--- config.mk ---
export PLATFORM = sky130hd
export DESIGN_NAME = dual_encoding_pattern_scanner_flat
export DESIGN_NICKNAME = d
export VERILOG_FILES = /design/src/hdl/desc_pkg.sv /design/src/hdl/desc_stream_if.sv /design/src/hdl/desc_match.sv /design/src/hdl/desc_hit_fifo.sv /design/src/hdl/dual_encoding_pattern_scanner.sv /design/src/flat_wrapper.sv
export VERILOG_INCLUDE_DIRS = /design/src /design/src/hdl
export SDC_FILE = /design/constraint.sdc
export NUM_CORES = 2
export LEC_CHECK = 0
export ABC_AREA = 1
export ABC_CLOCK_PERIOD_IN_PS = 12200
export BUFFER_PORTS_ARGS = -buffer_cell sky130_fd_sc_hd__buf_2
export CAP_MARGIN = 10
export CORE_MARGIN = 2
export CORE_UTILIZATION = 35
export CTS_CLUSTER_DIAMETER = 200
export DETAILED_ROUTE_END_ITERATION = 16
export SETUP_SLACK_MARGIN = 0.4
export SKIP_CTS_REPAIR_TIMING = 1
export SKIP_LAST_GASP = 1
export SYNTH_ARGS = -nofsm -noshare
export SYNTH_HDL_FRONTEND = slang
export SYNTH_SLANG_ARGS = --single-unit
--- constraint.sdc ---
create_clock -name clk -period 12.2 [get_ports clk]
set_input_delay 0.61 -clock clk [delete_from_list [all_inputs] [get_ports clk]]
set_output_delay 0.61 -clock clk [all_outputs]
set_load 0.02 [all_outputs]
--- src/hdl/dual_encoding_pattern_scanner_defines.svh ---
// Assertion macros shared by the pattern scanner RTL.
// Included by each module that carries concurrent checks; no other dependencies.
`ifndef DUAL_ENCODING_PATTERN_SCANNER_DEFINES_SVH
`define DUAL_ENCODING_PATTERN_SCANNER_DEFINES_SVH

// Property checked at every clock edge outside reset.
`define DESC_ASSERT(label, clk, rst_n, prop, msg) \
  label: assert property (@(posedge clk) disable iff (!rst_n) prop) else $error(msg);

// Antecedent in one cycle implies consequent in the next.
`define DESC_ASSERT_NEXT(label, clk, rst_n, ante, cons, msg) \
  `DESC_ASSERT(label, clk, rst_n, (ante) |=> (cons), msg)

`endif

--- src/hdl/desc_pkg.sv ---
// Shared constants and types for the dual encoding pattern scanner.
// No dependencies; compiled first.
`default_nettype none

package desc_pkg;

  localparam int MAX_PATTERN_DEF = 16;   // default and upper bound of pattern bytes
  localparam int ADDR_W          = 64;
  localparam int OFF_W           = 32;   // region offset wraps at 2^32
  localparam int REG_W           = 64;
  localparam int PAT_LEN_W       = 5;
  localparam int PAT_BYTES_W     = 128;  // both pattern registers side by side
  localparam int CFG_IDX_W       = 2;
  localparam int FIFO_DEPTH      = 4;    // power of two, at least 2

  localparam logic [7:0] WIDE_PAD = 8'h00;

  // register indexes
  localparam logic [CFG_IDX_W-1:0] CFG_PAT_LOW  = 2'd0;
  localparam logic [CFG_IDX_W-1:0] CFG_PAT_HIGH = 2'd1;
  localparam logic [CFG_IDX_W-1:0] CFG_PAT_LEN  = 2'd2;

  // hit kinds
  localparam logic HIT_PLAIN = 1'b0;
  localparam logic HIT_WIDE  = 1'b1;

  typedef struct packed {
    logic [ADDR_W-1:0] address;
    logic              kind;
    logic              last;
  } hit_t;

  typedef struct packed {
    logic plain;
    logic wide;
  } match_t;

endpackage

`default_nettype wire

--- src/hdl/desc_stream_if.sv ---
// Valid/ready channels of the scanner: byte input and hit output.
// Depends on desc_pkg for field widths.
`default_nettype none

interface desc_in_if;
  logic                       valid;
  logic                       ready;
  logic [7:0]                 data_byte;
  logic [desc_pkg::ADDR_W-1:0] region_base;
  logic                       last_in_region;

  modport source (output valid, output data_byte, output region_base,
                  output last_in_region, input ready);
  modport sink   (input valid, input data_byte, input region_base,
                  input last_in_region, output ready);
endinterface

interface desc_out_if;
  logic                       valid;
  logic                       ready;
  logic [desc_pkg::ADDR_W-1:0] hit_address;
  logic                       hit_kind;
  logic                       last_of_run;

  modport source (output valid, output hit_address, output hit_kind,
                  output last_of_run, input ready);
  modport sink   (input valid, input hit_address, input hit_kind,
                  input last_of_run, output ready);
endinterface

`default_nettype wire

--- src/hdl/desc_match.sv ---
// Window compare: plain and wide match of the pattern against the byte window.
// Depends on desc_pkg; purely combinational.
`default_nettype none

module desc_match #(
  parameter int MAX_PATTERN = desc_pkg::MAX_PATTERN_DEF,
  localparam int WIN_DEPTH  = 2 * MAX_PATTERN,
  localparam int FILL_W     = $clog2(WIN_DEPTH + 1),
  localparam int LEN_W      = $clog2(MAX_PATTERN + 1)
) (
  input  logic [7:0]                        win [WIN_DEPTH],
  input  logic [FILL_W-1:0]                 fill,
  input  logic [desc_pkg::PAT_BYTES_W-1:0]  pattern,
  input  logic [LEN_W-1:0]                  len,
  input  logic [MAX_PATTERN-1:0]            hist,
  output desc_pkg::match_t                  match
);
  import desc_pkg::*;

  localparam int IDX_W      = $clog2(WIN_DEPTH);
  localparam int HIST_IDX_W = (MAX_PATTERN > 1) ? $clog2(MAX_PATTERN) : 1;

  always_comb begin
    logic [IDX_W-1:0] p_idx;
    logic [IDX_W-1:0] w_idx_byte;
    logic [IDX_W-1:0] w_idx_pad;
    logic             plain;
    logic             wide;
    plain = (fill >= FILL_W'(len));
    wide  = (fill >= FILL_W'({len, 1'b0}));
    for (int i = 0; i < MAX_PATTERN; i++) begin
      p_idx      = IDX_W'(int'(len) - 1 - i);
      w_idx_byte = IDX_W'(2 * int'(len) - 1 - 2 * i);
      w_idx_pad  = IDX_W'(2 * int'(len) - 2 - 2 * i);
      if (i < int'(len)) begin
        if (win[p_idx] != pattern[8*i +: 8]) plain = 1'b0;
        if (win[w_idx_byte] != pattern[8*i +: 8] || win[w_idx_pad] != WIDE_PAD) begin
          wide = 1'b0;
        end
      end
    end
    // plain hit at the same start offset wins
    if (hist[HIST_IDX_W'(len - LEN_W'(1))]) wide = 1'b0;
    match.plain = plain;
    match.wide  = wide;
  end

endmodule

`default_nettype wire

--- src/hdl/desc_hit_fifo.sv ---
// Small hit queue: takes up to two hits per cycle, hands out one per cycle.
// Depends on desc_pkg and the assertion macro header.
`default_nettype none
`include "dual_encoding_pattern_scanner_defines.svh"

module desc_hit_fifo (
  input  logic           clk,
  input  logic           rst_n,
  input  logic [1:0]     push_cnt,
  input  desc_pkg::hit_t push_0,
  input  desc_pkg::hit_t push_1,
  output logic           room_2,
  input  logic           pop,
  output logic           head_valid,
  output desc_pkg::hit_t head
);
  import desc_pkg::*;

  localparam int PTR_W = $clog2(FIFO_DEPTH);
  localparam int CNT_W = $clog2(FIFO_DEPTH + 1);

  hit_t             mem_r [FIFO_DEPTH];
  logic [PTR_W-1:0] wptr_r, wptr_nxt;
  logic [PTR_W-1:0] rptr_r, rptr_nxt;
  logic [CNT_W-1:0] count_r, count_nxt;
  logic             do_pop;

  assign do_pop     = pop && head_valid;
  assign head_valid = (count_r != '0);
  assign head       = mem_r[rptr_r];
  assign room_2     = (count_r <= CNT_W'(FIFO_DEPTH - 2));

  always_comb begin
    wptr_nxt  = wptr_r + PTR_W'(push_cnt);
    rptr_nxt  = rptr_r + PTR_W'(do_pop);
    count_nxt = count_r + CNT_W'(push_cnt) - CNT_W'(do_pop);
  end

  always_ff @(posedge clk) begin
    if (!rst_n) begin
      wptr_r  <= '0;
      rptr_r  <= '0;
      count_r <= '0;
    end else begin
      wptr_r  <= wptr_nxt;
      rptr_r  <= rptr_nxt;
      count_r <= count_nxt;
    end
  end

  always_ff @(posedge clk) begin
    if (push_cnt != 2'd0) mem_r[wptr_r] <= push_0;
    if (push_cnt == 2'd2) mem_r[wptr_r + PTR_W'(1)] <= push_1;
  end

  `DESC_ASSERT(a_fifo_bound, clk, rst_n, count_r <= CNT_W'(FIFO_DEPTH), "hit queue overfilled")
  `DESC_ASSERT_NEXT(a_fifo_count, clk, rst_n, 1'b1, count_r == $past(count_nxt), "hit queue count slip")

endmodule

`default_nettype wire

--- src/hdl/dual_encoding_pattern_scanner.sv ---
// Path: an accepted byte is registered in the compare stage; its hits go to the hit queue.
// Throughput: one byte per cycle while the queue has room for two hits; the queue takes
//   two a cycle and drains one, so two-hit bytes hold input to the output rate.
// Reset: synchronous, active low; clears offset, window fill, hit history, queue
//   and sets pattern_length to 1, pattern bytes to zero.
// Depends on desc_pkg, desc_stream_if, desc_match, desc_hit_fifo and the macro header.
`default_nettype none
`include "dual_encoding_pattern_scanner_defines.svh"

module dual_encoding_pattern_scanner #(
  parameter int MAX_PATTERN = desc_pkg::MAX_PATTERN_DEF
) (
  input  logic                           clk,
  input  logic                           rst_n,
  desc_in_if.sink                        in_ch,
  desc_out_if.source                     out_ch,
  input  logic                           cfg_we,
  input  logic [desc_pkg::CFG_IDX_W-1:0] cfg_index,
  input  logic [desc_pkg::REG_W-1:0]     cfg_data
);
  import desc_pkg::*;

  localparam int WIN_DEPTH = 2 * MAX_PATTERN;
  localparam int FILL_W    = $clog2(WIN_DEPTH + 1);
  localparam int LEN_W     = $clog2(MAX_PATTERN + 1);

  // configuration
  logic [REG_W-1:0]     pat_low_r;
  logic [REG_W-1:0]     pat_high_r;
  logic [PAT_LEN_W-1:0] pat_len_r;
  logic [LEN_W-1:0]     len;          // length clamped to 1..MAX_PATTERN

  // region state, advanced at each accepted word (history: as the word leaves compare)
  logic [7:0]           win_r [WIN_DEPTH];  // entry 0 is the newest byte
  logic [FILL_W-1:0]    fill_r, fill_nxt, fill_inc;
  logic [OFF_W-1:0]     off_r, off_nxt;
  logic [MAX_PATTERN-1:0] hist_r, hist_nxt;  // bit j: plain hit ended j+1 words ago

  // compare stage snapshot
  logic                 s1_valid_r, s1_valid_nxt;
  logic [ADDR_W-1:0]    s1_base_r;
  logic [OFF_W-1:0]     s1_off_r;
  logic [FILL_W-1:0]    s1_fill_r;
  logic                 s1_last_r;
  logic                 s1_adv;

  logic                 in_acc;
  logic                 room_2;
  match_t               match;
  hit_t                 hit_plain, hit_wide, push_0, push_1;
  logic [1:0]           push_cnt;
  logic [OFF_W-1:0]     start_plain, start_wide;
  logic                 out_pop;

  // ---------------------------------------------------------------------------
  // configuration writes
  // ---------------------------------------------------------------------------
  always_ff @(posedge clk) begin
    if (!rst_n) begin
      pat_low_r  <= '0;
      pat_high_r <= '0;
      pat_len_r  <= PAT_LEN_W'(1);
    end else if (cfg_we) begin
      case (cfg_index)
        CFG_PAT_LOW:  pat_low_r  <= cfg_data;
        CFG_PAT_HIGH: pat_high_r <= cfg_data;
        CFG_PAT_LEN:  pat_len_r  <= cfg_data[PAT_LEN_W-1:0];
        default: ;
      endcase
    end
  end

  always_comb begin
    if (pat_len_r == '0) begin
      len = LEN_W'(1);
    end else if (pat_len_r > PAT_LEN_W'(MAX_PATTERN)) begin
      len = LEN_W'(MAX_PATTERN);
    end else begin
      len = pat_len_r[LEN_W-1:0];
    end
  end

  // ---------------------------------------------------------------------------
  // input side: a word enters when the compare stage is empty or moving on
  // ---------------------------------------------------------------------------
  assign s1_adv      = s1_valid_r && room_2;
  assign in_ch.ready = !s1_valid_r || s1_adv;
  assign in_acc      = in_ch.valid && in_ch.ready;

  always_comb begin
    fill_inc     = (fill_r == FILL_W'(WIN_DEPTH)) ? fill_r : fill_r + FILL_W'(1);
    fill_nxt     = fill_r;
    off_nxt      = off_r;
    s1_valid_nxt = s1_valid_r;
    if (s1_adv) s1_valid_nxt = 1'b0;
    if (in_acc) begin
      s1_valid_nxt = 1'b1;
      // region end: next word starts a fresh window at offset zero
      fill_nxt = in_ch.last_in_region ? '0 : fill_inc;
      off_nxt  = in_ch.last_in_region ? '0 : off_r + OFF_W'(1);
    end
  end

  always_ff @(posedge clk) begin
    if (!rst_n) begin
      fill_r     <= '0;
      off_r      <= '0;
      s1_valid_r <= 1'b0;
    end else begin
      fill_r     <= fill_nxt;
      off_r      <= off_nxt;
      s1_valid_r <= s1_valid_nxt;
    end
  end

  // window shift and stage payload, no reset needed (guarded by fill)
  always_ff @(posedge clk) begin
    if (in_acc) begin
      win_r[0] <= in_ch.data_byte;
      for (int i = 1; i < WIN_DEPTH; i++) win_r[i] <= win_r[i-1];
      s1_base_r <= in_ch.region_base;
      s1_off_r  <= off_r;
      s1_fill_r <= fill_inc;
      s1_last_r <= in_ch.last_in_region;
    end
  end

  // ---------------------------------------------------------------------------
  // compare stage
  // ---------------------------------------------------------------------------
  desc_match #(
    .MAX_PATTERN (MAX_PATTERN)
  ) u_match (
    .win     (win_r),
    .fill    (s1_fill_r),
    .pattern ({pat_high_r, pat_low_r}),
    .len     (len),
    .hist    (hist_r),
    .match   (match)
  );

  // history moves only when the compared word leaves the stage
  always_comb begin
    hist_nxt = hist_r;
    if (s1_adv) begin
      hist_nxt = s1_last_r ? '0 : ((hist_r << 1) | MAX_PATTERN'(match.plain));
    end
  end

  always_ff @(posedge clk) begin
    if (!rst_n) begin
      hist_r <= '0;
    end else begin
      hist_r <= hist_nxt;
    end
  end

  // start offsets wrap at 2^32 before the base is added
  assign start_plain = s1_off_r - (OFF_W'(len) - OFF_W'(1));
  assign start_wide  = s1_off_r - (OFF_W'({len, 1'b0}) - OFF_W'(1));

  always_comb begin
    hit_plain.address = s1_base_r + ADDR_W'(start_plain);
    hit_plain.kind    = HIT_PLAIN;
    hit_plain.last    = 1'b1;
    hit_wide.address  = s1_base_r + ADDR_W'(start_wide);
    hit_wide.kind     = HIT_WIDE;
    hit_wide.last     = !match.plain;
    // wide window starts lower, so it goes out first
    push_0   = match.wide ? hit_wide : hit_plain;
    push_1   = hit_plain;
    push_cnt = 2'd0;
    if (s1_adv) push_cnt = 2'(match.wide) + 2'(match.plain);
  end

  // ---------------------------------------------------------------------------
  // output queue
  // ---------------------------------------------------------------------------
  assign out_pop = out_ch.valid && out_ch.ready;

  desc_hit_fifo u_fifo (
    .clk        (clk),
    .rst_n      (rst_n),
    .push_cnt   (push_cnt),
    .push_0     (push_0),
    .push_1     (push_1),
    .room_2     (room_2),
    .pop        (out_pop),
    .head_valid (out_ch.valid),
    .head       ({out_ch.hit_address, out_ch.hit_kind, out_ch.last_of_run})
  );

  // ---------------------------------------------------------------------------
  // checks
  // ---------------------------------------------------------------------------
  `DESC_ASSERT(a_fill_bound, clk, rst_n, fill_r <= FILL_W'(WIN_DEPTH), "window fill past depth")
  `DESC_ASSERT_NEXT(a_region_clear, clk, rst_n, in_acc && in_ch.last_in_region,
    off_r == '0 && fill_r == '0, "region state not cleared at region end")
  `DESC_ASSERT_NEXT(a_stall_hold, clk, rst_n, s1_valid_r && !s1_adv,
    s1_valid_r && $stable(s1_off_r) && $stable(hist_r), "compare stage lost a stalled word")

endmodule

`default_nettype wire

--- src/flat_wrapper.sv ---
// flat-port wrapper written by rule: the top's interface ports become plain ports
module dual_encoding_pattern_scanner_flat import desc_pkg::*;
#(
  parameter int MAX_PATTERN = desc_pkg::MAX_PATTERN_DEF
)
  (clk, rst_n, cfg_we, cfg_index, cfg_data, in_ch_valid, in_ch_data_byte, in_ch_region_base, in_ch_last_in_region, in_ch_ready, out_ch_valid, out_ch_hit_address, out_ch_hit_kind, out_ch_last_of_run, out_ch_ready);
  desc_in_if in_ch_i ();
  desc_out_if out_ch_i ();
  input  logic clk;
  input  logic rst_n;
  input  logic cfg_we;
  input  logic [desc_pkg::CFG_IDX_W-1:0] cfg_index;
  input  logic [desc_pkg::REG_W-1:0] cfg_data;
  input wire logic [$bits(in_ch_i.valid)-1:0] in_ch_valid;
  input wire logic [$bits(in_ch_i.data_byte)-1:0] in_ch_data_byte;
  input wire logic [$bits(in_ch_i.region_base)-1:0] in_ch_region_base;
  input wire logic [$bits(in_ch_i.last_in_region)-1:0] in_ch_last_in_region;
  output wire logic [$bits(in_ch_i.ready)-1:0] in_ch_ready;
  output wire logic [$bits(out_ch_i.valid)-1:0] out_ch_valid;
  output wire logic [$bits(out_ch_i.hit_address)-1:0] out_ch_hit_address;
  output wire logic [$bits(out_ch_i.hit_kind)-1:0] out_ch_hit_kind;
  output wire logic [$bits(out_ch_i.last_of_run)-1:0] out_ch_last_of_run;
  input wire logic [$bits(out_ch_i.ready)-1:0] out_ch_ready;
  assign in_ch_i.valid = in_ch_valid;
  assign in_ch_i.data_byte = in_ch_data_byte;
  assign in_ch_i.region_base = in_ch_region_base;
  assign in_ch_i.last_in_region = in_ch_last_in_region;
  assign in_ch_ready = in_ch_i.ready;
  assign out_ch_valid = out_ch_i.valid;
  assign out_ch_hit_address = out_ch_i.hit_address;
  assign out_ch_hit_kind = out_ch_i.hit_kind;
  assign out_ch_last_of_run = out_ch_i.last_of_run;
  assign out_ch_i.ready = out_ch_ready;
  dual_encoding_pattern_scanner #(.MAX_PATTERN(MAX_PATTERN)) u_core (.clk(clk), .rst_n(rst_n), .in_ch(in_ch_i), .out_ch(out_ch_i), .cfg_we(cfg_we), .cfg_index(cfg_index), .cfg_data(cfg_data));
endmodule
==> run summary <==
The flow ran to the end, and the final reports show no timing, DRC or antenna violations. For the effective utilization at floorplan, the log shows 35.3%. The logs give 29 for the initial antenna violation count and 385000 µm for the detailed-route wire length. The worst hold margin was 0.0217 ns; the number of nets in the finished design was 11093. Synthesized instance count: 10872. Measured along the x axis, the die boundary spans 451 µm. Fill cells in the final layout number 21196. Summed over all nets, the half-perimeter wirelength after detailed placement is 295000 µm. The flip-flop and latch count after synthesis was 818.

Data on the critical path is required at its endpoint by 12.87 ns. In the synthesized netlist, the cells that appear most often are nand2_1, nand3_1, inv_1. The worst path arrival time was 9.46 ns. The most instantiated library cell after synthesis is nand2_1.

The final hold violation count was 0. Between clock sinks in the finished design, the worst skew comes to 0.0741 ns. For this run, the total global-route usage over all layers was measured as 36.3%. The H-tree was split into 3 levels. The worst max-slew margin expressed relative to the limit was 9.11%. For the synthesized area, the log shows 69900 µm². The tree is rooted in a clkbuf_16. The count of flip-flops with a built-in enable after synthesis is 615. The number of vias after detailed routing was 80211; the largest stage delay on the critical path was 0.88 ns. TritonCTS built the clock tree. The row count is 163. The slowest stage of the critical path is the ha_2 cell.

Count of max-cap constraint violations: 0. The die covers 203000 µm². For this block, the initial DRC count from the detailed router was 11213. Setup total negative slack on the finished layout was measured at 0 ns. The startpoint kind of the worst setup timing path is a flip-flop. For this run, asynchronously set or reset flops after synthesis account for 0%. The layout overhead on the synthesized area is 10.7%, and the synthesized area per cell is 6.43 µm². The leakage power total came out at 35.0 nW. The first global-routing pass estimated 534000 µm of wire. The number of buffers inserted by port buffering was 211; the number of buffers on the longest clock path was 3. Entering global routing, the biggest net connects 124 pins. The number of max-slew violations in the final report was 0; the measured slew at the worst slew-check pin was 1.35 ns. The floorplan step set the die height to 451 µm. Summed over all layers, the global routing overflow is 0. Of all cell types, the one taking the most synthesized area is edfxtp_1. The clock transition at the registers of the reported paths is 0.06 ns.

The cell that appears most often on the critical path is nand2_1. Number of distinct standard cells referenced by the synthesized netlist: 64. In the final routed layout, each cell accounts on average for 28.4 µm. The core footprint is 198000 µm², and the post-detailed-route count of antenna-violating nets is 0. The fraction of layout cells with a size suffix above 1 is 6.52%, and the total power divided by cell area is 196 nW/µm².

The tools report the TritonCTS sink count as 818. The share of the clock period used by the worst path was 72.0%. The top cell type by area accounts for 26.4% of the synthesized area. Final critical path time including I/O delays and setup: 8.78 ns. The worst setup path is captured at a flip-flop. Routability-driven placement finished with a final weighted congestion of 1.08. The number of global-route vias before repair was 71614.

The critical path in this run is classified as flip-flop to flip-flop. For this run, the leading register cell type out of synthesis is edfxtp_1. The later pin in the worst-skew pair is clocked with a latency of 0.82 ns. The tools report the post-synthesis sequential area ratio as 32.2%. Setup repair after global routing left no endpoint under its margin. Dividing the detail-routed via count by the number of cells gives 5.92. The count of warnings emitted by yosys was 0.

After synthesis, the cell types taking the most area are edfxtp_1, nand2_1, nand3_1. The net count after synthesis is 11148. For this design the top-level I/O count stands at 212. Of all nets on the critical path, the largest fanout is 48.

The number of setup violations in the final report is 0. The worst hold path belongs to the class input port to flip-flop. Counting the buffers created by CTS gives 105. Maximum clock frequency: 114 MHz. In the routed design, unresolved DRC markers number 0. Across the VDD grid, the largest voltage drop is 0.135 mV. The number of optimization iterations in the first detailed-route pass is 8.
## worst max-delay path: cells and delay by family (launching register included)
family | cells | cell delay, ns
adders and majority gates | 3 | 1.77
DFF | 1 | 0.63
AOI/OAI and AO/OA | 1 | 0.40
buffers and inverters | 9 | 2.58
and+or+nand+nor | 18 | 3.18
## metrics by stage
stage / power, mW / setup WS (ns) / instances / cell area [µm²] / util, %
4_1_cts: 14.9 / 3.69 / 13491 / 76800 / 38.8
3_3_place_gp: 11.5 / 3.76 / 13297 / 73200 / 37.0
5_1_grt: 15.7 / 3.23 / 13549 / 77300 / 39.1
6_report: 15.2 / 3.42 / 13551 / 77400 / 39.1
2_1_floorplan: 8.25 / 3.44 / 10872 / 69900 / -
3_5_place_dp: 11.5 / 3.71 / 13297 / 73200 / 37.0
## layout make-up
class | instances | area, µm² | area share [%]
Antenna cell | 7 | 17.5 | 0.0226
Clock buffer | 131 | 2850 | 3.68
Clock inverter | 63 | 734 | 0.949
Inverter | 777 | 2960 | 3.82
Multi-Input combinational cell | 8714 | 42100 | 54.4
Sequential cell | 818 | 22500 | 29.1
Tap cell | 2640 | 3300 | 4.27
Timing Repair Buffer | 401 | 2900 | 3.75
## state kept, by name (all words and copies together) (netlist names)
| signal | count |
|---|---|
| u_core.fill_r | 6 |
| u_core.u_fifo.mem_r | 264 |
| u_core.pat_low_r | 64 |
| u_core.u_fifo.count_r | 3 |
| u_core.s1_valid_r | 1 |
| u_core.off_r | 32 |
| u_core.pat_len_r | 5 |
| u_core.s1_base_r | 64 |
| u_core.pat_high_r | 64 |
| u_core.s1_last_r | 1 |
| u_core.hist_r | 16 |
| u_core.u_fifo.wptr_r | 2 |
| u_core.s1_off_r | 32 |
| u_core.s1_fill_r | 6 |
| u_core.u_fifo.rptr_r | 2 |
| u_core.win_r | 256 |
## cell usage in the layout, fill, tap and decap left out, drive strengths merged, types with 54 or more instances in the layout
| master | n |
|---|---|
| xor2 | 182 |
| nor2 | 549 |
| clkinv | 55 |
| o21bai | 69 |
| dfxtp | 203 |
| buf | 348 |
| clkbuf | 132 |
| nand4 | 59 |
| a21oi | 345 |
| nor3 | 54 |
| inv | 769 |
| ha | 128 |
| nand2 | 3887 |
| edfxtp | 615 |
| nand3 | 2580 |
| o22ai | 77 |
| o21ai | 531 |
## cell families after synthesis
group / after synthesis / share of synthesized area [%]
AO/OA/AOI/OAI: 1164 / 10.2
XOR/XNOR: 235 / 2.95
adder cells (fa/ha/maj): 132 / 2.41
buffers and inverters: 1340 / 7.85
flip-flops: 818 / 32.2
multiplexers: 2 / 0.0287
AND/OR/NAND/NOR: 7181 / 44.3
## where the power goes
part / switching, mW / total, mW / internal, mW
Clock: 1.45 / 3.33 / 1.88
Sequential: 0.158 / 3.34 / 3.18
Combinational: 6.35 / 8.49 / 2.15
## per-layer routing
| layer | track usage, % | part of all wire [%] |
|---|---|---|
| met5 | 0 | 0.016 |
| met4 | 19.9 | 6.6 |
| met3 | 8.84 | 11 |
| met2 | 52.8 | 41 |
| met1 | 49.2 | 41 |
## path summary, 6_finish.rpt
kind,cells after the start,endpoint,slack (ns),startpoint
max reg2reg,31,u_core.u_fifo.mem_r[3][54]$_DFFE_PP_,3.42,u_core.pat_len_r[4]$_SDFFE_PN0P_
max,31,u_core.u_fifo.mem_r[3][54]$_DFFE_PP_,3.42,u_core.pat_len_r[4]$_SDFFE_PN0P_
min reg2reg,0,u_core.win_r[43]$_DFFE_PP_,0.39,u_core.win_r[51]$_DFFE_PP_
min,1,u_core.win_r[250]$_DFFE_PP_,0.02,in_ch_data_byte[2]
Power figures use the tool's default switching activity.
